===== config.mk =====
export PLATFORM = sky130hd
export DESIGN_NAME = ipv6_text_address_parser_top_flat
export DESIGN_NICKNAME = d
export VERILOG_FILES = /design/src/rtl/core/ipv6tp_pkg.sv /design/src/rtl/core/ipv6tp_req_if.sv /design/src/rtl/core/ipv6tp_rsp_if.sv /design/src/rtl/core/ipv6tp_parse.sv /design/src/rtl/core/ipv6tp_expand.sv /design/src/rtl/core/ipv6_text_address_parser_top.sv /design/src/flat_wrapper.sv
export VERILOG_INCLUDE_DIRS = /design/src /design/src/rtl/core
export SDC_FILE = /design/constraint.sdc
export NUM_CORES = 2
export LEC_CHECK = 0
export BUFFER_PORTS_ARGS = -buffer_cell sky130_fd_sc_hd__buf_2
export CAP_MARGIN = 20
export CORE_MARGIN = 1
export CORE_UTILIZATION = 39
export CTS_CLUSTER_DIAMETER = 100
export CTS_CLUSTER_SIZE = 40
export DETAILED_ROUTE_END_ITERATION = 16
export SYNTH_ARGS = -nofsm -noshare
export SYNTH_HDL_FRONTEND = slang
export SYNTH_HIERARCHICAL = 1
export SYNTH_SLANG_ARGS = --single-unit

===== constraint.sdc =====
create_clock -name clock -period 8.75 [get_ports clock]
set_input_delay 0.875 -clock clock [delete_from_list [all_inputs] [get_ports clock]]
set_output_delay 0.875 -clock clock [all_outputs]
set_load 0.005 [all_outputs]

===== src/rtl/core/ipv6_text_address_parser_top_macros.svh =====
// Assertion macros shared by the parser RTL.
`ifndef IPV6_TEXT_ADDRESS_PARSER_TOP_MACROS_SVH
`define IPV6_TEXT_ADDRESS_PARSER_TOP_MACROS_SVH

`ifndef ASSERT_OFF

// Check expr at every rising clock edge outside reset.
`define IPV6TP_ASSERT(lbl, clk, rst, expr) \
   lbl: assert property (@(posedge clk) disable iff (rst) (expr)) \
      else $error("assertion failed: expr");

// Check that cons holds in the cycle after ante.
`define IPV6TP_ASSERT_NEXT(lbl, clk, rst, ante, cons) \
   lbl: assert property (@(posedge clk) disable iff (rst) (ante) |=> (cons)) \
      else $error("assertion failed: ante |=> cons");

`else

`define IPV6TP_ASSERT(lbl, clk, rst, expr)
`define IPV6TP_ASSERT_NEXT(lbl, clk, rst, ante, cons)

`endif

`endif


===== src/rtl/core/ipv6tp_pkg.sv =====
package ipv6tp_pkg;

   localparam int NUM_GROUPS = 8;

   localparam logic [7:0] CHAR_NUL   = 8'h00;
   localparam logic [7:0] CHAR_COLON = 8'h3A;
   localparam logic [7:0] CHAR_ZERO  = 8'h30;
   localparam logic [7:0] CHAR_NINE  = 8'h39;
   localparam logic [7:0] CHAR_LA    = 8'h61;
   localparam logic [7:0] CHAR_LF    = 8'h66;
   localparam logic [7:0] CHAR_UA    = 8'h41;
   localparam logic [7:0] CHAR_UF    = 8'h46;

   localparam logic [4:0] HEX_NONE = 5'd16;

   typedef enum logic [2:0] {
      PH_FIRST  = 3'd0,
      PH_SEP    = 3'd1,
      PH_COLON  = 3'd2,
      PH_SINGLE = 3'd3,
      PH_DOUBLE = 3'd4,
      PH_OK     = 3'd5,
      PH_BAD    = 3'd6
   } phase_type;

   typedef struct packed {
      logic [NUM_GROUPS-1:0][15:0] group_store;
      logic [3:0]                  group_position;
      logic [3:0]                  gap_position;
      logic                        gap_seen;
      logic [15:0]                 group_accumulator;
      logic [2:0]                  digit_count;
      phase_type                   parse_phase;
      logic [5:0]                  char_count;
   } parse_state_type;

   // PH_FIRST encodes as zero, so an all-zero word is the reset state
   localparam parse_state_type PARSE_RESET = '0;

   typedef struct packed {
      parse_state_type st;
      logic            again;
   } pass_result_type;

   // Finished string handed from the parser to the result stage
   typedef struct packed {
      logic            valid;
      parse_state_type st;
   } final_type;

   function automatic logic [4:0] hex_value(input logic [7:0] c);
      logic [4:0] v;
      v = HEX_NONE;
      if (c inside {[CHAR_ZERO:CHAR_NINE]}) begin
         v = 5'(c - CHAR_ZERO);
      end else if (c inside {[CHAR_LA:CHAR_LF]}) begin
         v = 5'(c - CHAR_LA) + 5'd10;
      end else if (c inside {[CHAR_UA:CHAR_UF]}) begin
         v = 5'(c - CHAR_UA) + 5'd10;
      end
      return v;
   endfunction

   function automatic parse_state_type close_group(input parse_state_type s);
      parse_state_type r;
      r = s;
      r.group_store[s.group_position[2:0]] = s.group_accumulator;
      r.group_position = s.group_position + 4'd1;
      r.group_accumulator = '0;
      r.digit_count = '0;
      r.parse_phase = (r.group_position >= 4'(NUM_GROUPS)) ? PH_OK : PH_SEP;
      return r;
   endfunction

   function automatic pass_result_type feed_pass(input parse_state_type s,
                                                 input logic [7:0] c);
      pass_result_type r;
      logic [4:0]      v;
      r.st = s;
      r.again = 1'b0;
      v = hex_value(c);
      case (s.parse_phase)
         PH_FIRST, PH_SINGLE, PH_DOUBLE: begin
            if (!v[4]) begin
               r.st.group_accumulator = {s.group_accumulator[11:0], v[3:0]};
               r.st.digit_count = s.digit_count + 3'd1;
               r.st.char_count = s.char_count + 6'd1;
               if (r.st.digit_count >= 3'd4) r.st = close_group(r.st);
            end else if (s.digit_count != 3'd0) begin
               r.st = close_group(s);
               r.again = (r.st.parse_phase == PH_SEP);
            end else if (s.parse_phase == PH_FIRST) begin
               r.st.parse_phase = PH_SEP;
               r.again = 1'b1;
            end else if (s.parse_phase == PH_SINGLE) begin
               if (s.gap_seen) begin
                  r.st.parse_phase = PH_OK;
                  r.st.char_count = s.char_count - 6'd1;
               end else begin
                  r.st.parse_phase = PH_BAD;
               end
            end else begin
               r.st.parse_phase = PH_OK;
            end
         end
         PH_SEP: begin
            if (c == CHAR_COLON) begin
               r.st.char_count = s.char_count + 6'd1;
               r.st.parse_phase = PH_COLON;
            end else begin
               r.st.parse_phase = s.gap_seen ? PH_OK : PH_BAD;
            end
         end
         PH_COLON: begin
            if (c == CHAR_COLON) begin
               if (s.gap_seen || ({1'b0, s.group_position} + 5'd2 >= 5'(NUM_GROUPS))) begin
                  r.st.parse_phase = PH_BAD;
                  r.st.char_count = s.char_count - 6'd1;
               end else begin
                  r.st.gap_position = s.group_position;
                  r.st.gap_seen = 1'b1;
                  r.st.group_position = s.group_position + 4'd2;
                  r.st.char_count = s.char_count + 6'd1;
                  r.st.group_accumulator = '0;
                  r.st.digit_count = '0;
                  r.st.parse_phase = PH_DOUBLE;
               end
            end else if (s.group_position == 4'd0) begin
               r.st.parse_phase = PH_BAD;
               r.st.char_count = s.char_count - 6'd1;
            end else begin
               r.st.parse_phase = PH_SINGLE;
               r.again = 1'b1;
            end
         end
         default: begin
         end
      endcase
      return r;
   endfunction

   // A character settles in at most two passes: the second pass never asks for a third
   function automatic parse_state_type feed_char(input parse_state_type s,
                                                 input logic [7:0] c);
      pass_result_type p1;
      pass_result_type p2;
      p1 = feed_pass(s, c);
      p2 = feed_pass(p1.st, c);
      return p1.again ? p2.st : p1.st;
   endfunction

endpackage


===== src/rtl/core/ipv6tp_req_if.sv =====
interface ipv6tp_req_if;
   logic       valid;
   logic       ready;
   logic [7:0] char_code;
   logic       end_of_text;

   modport source (output valid, output char_code, output end_of_text, input ready);
   modport sink   (input valid, input char_code, input end_of_text, output ready);
endinterface


===== src/rtl/core/ipv6tp_rsp_if.sv =====
interface ipv6tp_rsp_if;
   logic        valid;
   logic        ready;
   logic        addr_valid;
   logic [63:0] address_high;
   logic [63:0] address_low;
   logic [5:0]  consumed_length;

   modport source (output valid, output addr_valid, output address_high,
                   output address_low, output consumed_length, input ready);
   modport sink   (input valid, input addr_valid, input address_high,
                   input address_low, input consumed_length, output ready);
endinterface


===== src/rtl/core/ipv6tp_parse.sv =====
`include "ipv6_text_address_parser_top_macros.svh"

module ipv6tp_parse (
   input  logic                  clock,
   input  logic                  reset,
   ipv6tp_req_if.sink            req_chan,
   input  logic                  fin_ready,
   output ipv6tp_pkg::final_type fin
);

   ipv6tp_pkg::parse_state_type state_ff, state_in;
   ipv6tp_pkg::parse_state_type fed;
   ipv6tp_pkg::parse_state_type fin_state_ff;
   logic                        fin_valid_ff, fin_valid_in;
   logic                        accept;

   // hold off only while a finished string waits and cannot move on
   assign req_chan.ready = !fin_valid_ff || fin_ready;
   assign accept = req_chan.valid && req_chan.ready;

   assign fed = ipv6tp_pkg::feed_char(state_ff, req_chan.char_code);

   always_comb begin
      state_in = state_ff;
      if (accept) begin
         state_in = req_chan.end_of_text ? ipv6tp_pkg::PARSE_RESET : fed;
      end
   end

   always_comb begin
      fin_valid_in = fin_valid_ff;
      if (accept && req_chan.end_of_text) begin
         fin_valid_in = 1'b1;
      end else if (fin_ready) begin
         fin_valid_in = 1'b0;
      end
   end

   always_ff @(posedge clock) begin
      if (reset) begin
         state_ff <= ipv6tp_pkg::PARSE_RESET;
         fin_valid_ff <= 1'b0;
      end else begin
         state_ff <= state_in;
         fin_valid_ff <= fin_valid_in;
      end
   end

   always_ff @(posedge clock) begin
      if (accept && req_chan.end_of_text) begin
         fin_state_ff <= fed;
      end
   end

   assign fin.valid = fin_valid_ff;
   assign fin.st = fin_state_ff;

   `IPV6TP_ASSERT_NEXT(a_fin_hold, clock, reset, fin_valid_ff && !fin_ready, fin_valid_ff)
   `IPV6TP_ASSERT_NEXT(a_clear_after_end, clock, reset, accept && req_chan.end_of_text,
      state_ff.parse_phase == ipv6tp_pkg::PH_FIRST && state_ff.char_count == 6'd0)
   `IPV6TP_ASSERT(a_group_bound, clock, reset, state_ff.group_position <= 4'd8)
   `IPV6TP_ASSERT(a_digit_bound, clock, reset, state_ff.digit_count <= 3'd3)

endmodule


===== src/rtl/core/ipv6tp_expand.sv =====
module ipv6tp_expand (
   input  logic                  clock,
   input  logic                  reset,
   input  ipv6tp_pkg::final_type fin,
   output logic                  fin_ready,
   ipv6tp_rsp_if.source          rsp_chan
);

   ipv6tp_pkg::parse_state_type   f;
   logic [ipv6tp_pkg::NUM_GROUPS-1:0][15:0] g;
   logic                          ok;
   logic                          expand;
   logic [3:0]                    gap;
   logic [3:0]                    first_tail;
   logic [3:0]                    tail;
   logic [2:0]                    idx;
   logic                          rsp_valid_ff, rsp_valid_in;
   logic                          addr_valid_ff;
   logic [63:0]                   address_high_ff, address_low_ff;
   logic [5:0]                    consumed_length_ff;

   assign fin_ready = !rsp_valid_ff || rsp_chan.ready;

   // close the string with a terminator, then zero-fill the gap
   assign f = ipv6tp_pkg::feed_char(fin.st, ipv6tp_pkg::CHAR_NUL);
   assign ok = (f.parse_phase == ipv6tp_pkg::PH_OK);
   assign expand = f.gap_seen && (f.group_position < 4'(ipv6tp_pkg::NUM_GROUPS));
   assign gap = {1'b0, f.gap_position[2:0]};
   assign first_tail = gap + 4'd2;
   assign tail = (f.group_position > first_tail) ? f.group_position - first_tail : 4'd0;

   always_comb begin
      g = '0;
      idx = '0;
      for (int k = 0; k < ipv6tp_pkg::NUM_GROUPS; k++) begin
         idx = 3'(k) + f.group_position[2:0];
         if (!ok) begin
            g[k] = '0;
         end else if (expand) begin
            if (4'(k) < gap) begin
               g[k] = f.group_store[k];
            end else if ({1'b0, 4'(k)} + {1'b0, tail} >= 5'(ipv6tp_pkg::NUM_GROUPS)) begin
               g[k] = f.group_store[idx];
            end else begin
               g[k] = '0;
            end
         end else begin
            g[k] = f.group_store[k];
         end
      end
   end

   always_comb begin
      rsp_valid_in = rsp_valid_ff;
      if (fin_ready) rsp_valid_in = fin.valid;
   end

   always_ff @(posedge clock) begin
      if (reset) begin
         rsp_valid_ff <= 1'b0;
      end else begin
         rsp_valid_ff <= rsp_valid_in;
      end
   end

   always_ff @(posedge clock) begin
      if (fin_ready && fin.valid) begin
         addr_valid_ff <= ok;
         address_high_ff <= {g[0], g[1], g[2], g[3]};
         address_low_ff <= {g[4], g[5], g[6], g[7]};
         consumed_length_ff <= f.char_count;
      end
   end

   assign rsp_chan.valid = rsp_valid_ff;
   assign rsp_chan.addr_valid = addr_valid_ff;
   assign rsp_chan.address_high = address_high_ff;
   assign rsp_chan.address_low = address_low_ff;
   assign rsp_chan.consumed_length = consumed_length_ff;

endmodule


===== src/rtl/core/ipv6_text_address_parser_top.sv =====
// Throughput: one character request per cycle; the input stalls only while a result waits
// at the output and a second finished string waits behind it.
// A request with end_of_text set passes its result through the finished-string register,
// then through the result register behind the gap expansion.
// Characters without end_of_text give no result.
// Reset is synchronous and active high: it clears the parser state and both stage valid flags; addr_valid is not reset.
module ipv6_text_address_parser_top (
   input  logic         clock,
   input  logic         reset,
   ipv6tp_req_if.sink   req_chan,
   ipv6tp_rsp_if.source rsp_chan
);

   ipv6tp_pkg::final_type fin;
   logic                  fin_ready;

   ipv6tp_parse u_parse (
      .clock     (clock),
      .reset     (reset),
      .req_chan  (req_chan),
      .fin_ready (fin_ready),
      .fin       (fin)
   );

   ipv6tp_expand u_expand (
      .clock     (clock),
      .reset     (reset),
      .fin       (fin),
      .fin_ready (fin_ready),
      .rsp_chan  (rsp_chan)
   );

endmodule


===== src/flat_wrapper.sv =====
// flat-port wrapper written by rule: the top's interface ports become plain ports
module ipv6_text_address_parser_top_flat 
  (clock, reset, req_chan_valid, req_chan_char_code, req_chan_end_of_text, req_chan_ready, rsp_chan_valid, rsp_chan_addr_valid, rsp_chan_address_high, rsp_chan_address_low, rsp_chan_consumed_length, rsp_chan_ready);
  ipv6tp_req_if req_chan_i ();
  ipv6tp_rsp_if rsp_chan_i ();
  input  logic clock;
  input  logic reset;
  input wire logic [$bits(req_chan_i.valid)-1:0] req_chan_valid;
  input wire logic [$bits(req_chan_i.char_code)-1:0] req_chan_char_code;
  input wire logic [$bits(req_chan_i.end_of_text)-1:0] req_chan_end_of_text;
  output wire logic [$bits(req_chan_i.ready)-1:0] req_chan_ready;
  output wire logic [$bits(rsp_chan_i.valid)-1:0] rsp_chan_valid;
  output wire logic [$bits(rsp_chan_i.addr_valid)-1:0] rsp_chan_addr_valid;
  output wire logic [$bits(rsp_chan_i.address_high)-1:0] rsp_chan_address_high;
  output wire logic [$bits(rsp_chan_i.address_low)-1:0] rsp_chan_address_low;
  output wire logic [$bits(rsp_chan_i.consumed_length)-1:0] rsp_chan_consumed_length;
  input wire logic [$bits(rsp_chan_i.ready)-1:0] rsp_chan_ready;
  assign req_chan_i.valid = req_chan_valid;
  assign req_chan_i.char_code = req_chan_char_code;
  assign req_chan_i.end_of_text = req_chan_end_of_text;
  assign req_chan_ready = req_chan_i.ready;
  assign rsp_chan_valid = rsp_chan_i.valid;
  assign rsp_chan_addr_valid = rsp_chan_i.addr_valid;
  assign rsp_chan_address_high = rsp_chan_i.address_high;
  assign rsp_chan_address_low = rsp_chan_i.address_low;
  assign rsp_chan_consumed_length = rsp_chan_i.consumed_length;
  assign rsp_chan_i.ready = rsp_chan_ready;
  ipv6_text_address_parser_top u_core (.clock(clock), .reset(reset), .req_chan(req_chan_i), .rsp_chan(rsp_chan_i));
endmodule

==> results by group <==
CTS
  • CTS buffer count: 20
  • Later-pin clock latency in the skew report: 630 ps
  • Clock Root Buffer: clkbuf_16
  • Maximum clock path buffer count: 3
  • Post-CTS Setup Repair Bufs: 0
  • Cts hold-fix bufs: 0
  • Clk sinks: 465
  • CTS H-tree lvls: 1
  • Post-CTS sizing: 0
  • CTS tree: done
  • Reg clk slew, reported paths: 150 ps

Timing
  • Finish-stage setup viols: 0
  • RSZ-0062 raised after global routing: no
  • Setup_tns: 0 ps
  • Fmax achieved: 0.1691 GHz
  • Worst rel slew slack: 12.53%
  • Slew @ Worst Pin: 1312 ps
  • Final Hold Viols: 0
  • Tcrit/Tclk final: 67.57%
  • Final min period: ~5900 ps
  • Fin. max-slew vios: 0
  • Clock skew: 71.76 ps

GRT
  • Vias in the first global route: 27,211
  • Gr ovfl total: 0
  • Total GRT Usage: between 20 and 30%
  • First-pass GRT wire length: 187,200 um
  • Initial antenna violation count: 1
  • Largest net degree at the start of global routing: 93

Setup path
  • Worst setup EP type: register
  • Critical-path top delay cell: o21ai_1
  • Crit-path cells: ha_1 -> or2_2 -> o21a_2 -> nor4_2 -> o21ai_1 -> a22o_1 -> inv_1 -> ha_1 -> nand2_1 -> nand3_1 -> mux2_2 -> nor2_4 -> a21oi_1 -> nor3_2 -> a22o_1
  • Required time of the critical path: 9330 ps
  • Setup Crit Path Kind: reg -> reg
  • CP max FO: 15
  • Worst Setup Start Kind: register
  • Crit-path max cell delay: 790 ps
  • Worst EP arrival: 6490 ps

Cells and area
  • Multi-input gate area: 0.01786 sq mm
  • Ratio of cells with drive above 1 in the final layout: 14.23%
  • Register area: 0.01230 sq mm
  • Fillers: 7,807
  • ANT cells: 0
  • Final #Nets: 3,319
  • Area grow syn2layout: 6.884%

Yosys
  • Synth Area per Inst: 9.437 sq um
  • Synth Net Count: roughly 3,400
  • Yosys warns: 6
  • Synth Instances: 3,353
  • Netlist Area Pre-Place: between 0.03 and 0.04 sq mm

Power and ir drop
  • Power density over cell area: 163.4 mW/mm^2
  • Lkg Pwr: approximately 0.013 uW
  • Final Total Pwr: 5526 uW
  • Maximum VDD drop: 110.9 uV

Floorplanning
  • Die height: 286.8 um
  • Initial core utilization: roughly two fifths
  • Die X-Extent: about 290 um
  • FP Rows: 104
  • Ports: 150
  • Die Area: slightly above 0.08 sq mm
  • Core Area: 0.08042 sq mm

Drt
  • TritonRoute pass-1 iters: 7
  • 1st-iter DRT viols: between 4,000 and 5,000
  • Final WL: 127,500 um
  • Avg Vias per Cell: between 6 and 7
  • ANT nets after route: 0
  • Avg WL per Cell: 29.36 um
  • DRC viols: 0
  • Vias: 29,786

Placement
  • Gpl congestion: 0.9999
  • # port buffers: 149
  • DP HPWL: just over 90,000 um

Status
  • Outcome: completed

Hold path
  • Min-delay worst type: reg -> reg

Run
  • Maxcap violations: 0
## final timing paths
kind / slack, ps / cells past startpoint / start / to
worst min-delay path: 480 / 1 / u_core/u_parse/state_ff[55]$_SDFFE_PP0P_ / u_core/u_parse/state_ff[55]$_SDFFE_PP0P_
worst max-delay path: 2840 / 15 / u_core/u_parse/state_ff[35]$_SDFFE_PP0P_ / u_core/u_parse/state_ff[163]$_SDFFE_PP0P_
worst max register to register: 2840 / 15 / u_core/u_parse/state_ff[35]$_SDFFE_PP0P_ / u_core/u_parse/state_ff[163]$_SDFFE_PP0P_
worst min register to register: 480 / 1 / u_core/u_parse/state_ff[55]$_SDFFE_PP0P_ / u_core/u_parse/state_ff[55]$_SDFFE_PP0P_
## per-layer routing
layer	global-route usage, %	routed length, um	vias up
li1	-	-	12929
met4	12.38	6000	0
met3	7.056	15360	375
met5	0	0	-
met2	44.60	54530	2152
met1	41.44	51570	14330
## power by group
group / internal [uW] / switching [uW]
Combinational: 619 / 1090
Clock: 514 / 822
Sequential: 2410 / 66.4
## sequential cells by signal, summed over array words and instances (netlist names)
| signal | cells |
|---|---|
| u_core/u_expand/rsp_chan.addr_valid | 1 |
| u_core/u_expand/rsp_chan.consumed_length | 6 |
| u_core/u_expand/rsp_chan.address_high | 64 |
| u_core/u_parse/fin | 164 |
| u_core/u_expand/rsp_chan.address_low | 64 |
| u_core/u_parse/state_ff | 164 |
| u_core/u_parse/fin_valid_ff | 1 |
| u_core/u_expand/rsp_chan.valid | 1 |
## worst max-delay path, delay by kind of cell (launching register included)
family                   cells  cell delay, ps
adder cells (fa/ha/maj)      2             700
AND/OR/NAND/NOR              6            2290
multiplexers                 1             490
buffers and inverters        1              90
AO/OA/AOI/OAI                5            1680
flip-flops                   1             610
## layout make-up
type                    instances  share of cell area [%]
inverters                      48                  0.5475
repair buffers                229                   4.040
clock inverters                11                  0.6326
well taps                    1060                   3.922
flip-flops and latches        465                   36.37
multi-input cells            2503                   52.82
clock buffers                  25                   1.661
## cell usage in the layout (no fill, tap or decap), types with 11 or more instances in the layout
| cell type | n |
|---|---|
| edfxtp_1 | 299 |
| o22ai_1 | 289 |
| nand2_1 | 272 |
| mux2i_1 | 225 |
| nor2_1 | 205 |
| o21ai_0 | 167 |
| dfxtp_1 | 166 |
| buf_2 | 149 |
| a22oi_1 | 143 |
| nor3_1 | 137 |
| a22o_1 | 132 |
| a21oi_1 | 129 |
| buf_4 | 79 |
| mux2_2 | 61 |
| nand3_1 | 56 |
| a211oi_1 | 47 |
| o2bb2ai_1 | 46 |
| o221ai_1 | 44 |
| mux4_2 | 44 |
| inv_1 | 42 |
| ha_1 | 37 |
| xnor2_1 | 24 |
| clkbuf_16 | 22 |
| nor4_1 | 20 |
| nand2b_1 | 19 |
| a211o_1 | 19 |
| xor2_1 | 17 |
| o31a_1 | 17 |
| and2_1 | 16 |
| o21bai_1 | 15 |
| o22a_1 | 14 |
| nor2b_1 | 13 |
| o32ai_1 | 13 |
| o21a_1 | 12 |
| nand4_1 | 12 |
| a31oi_1 | 11 |
| a32oi_1 | 11 |
## per-stage QoR
step	worst slack [ps]	std cells	util [%]	hold WS, ps	area, sq um
after detailed placement	2704	4305	41.09	451.4	33040
after global placement	2741	4304	41.06	447.0	33020
after CTS	2935	4341	42.06	476.3	33820
final	2838	4341	42.06	477.2	33820
after floorplan	2915	3353	-	436.1	31640
after global routing	2443	4341	42.06	496.8	33820
Power figures use the tool's default switching activity.
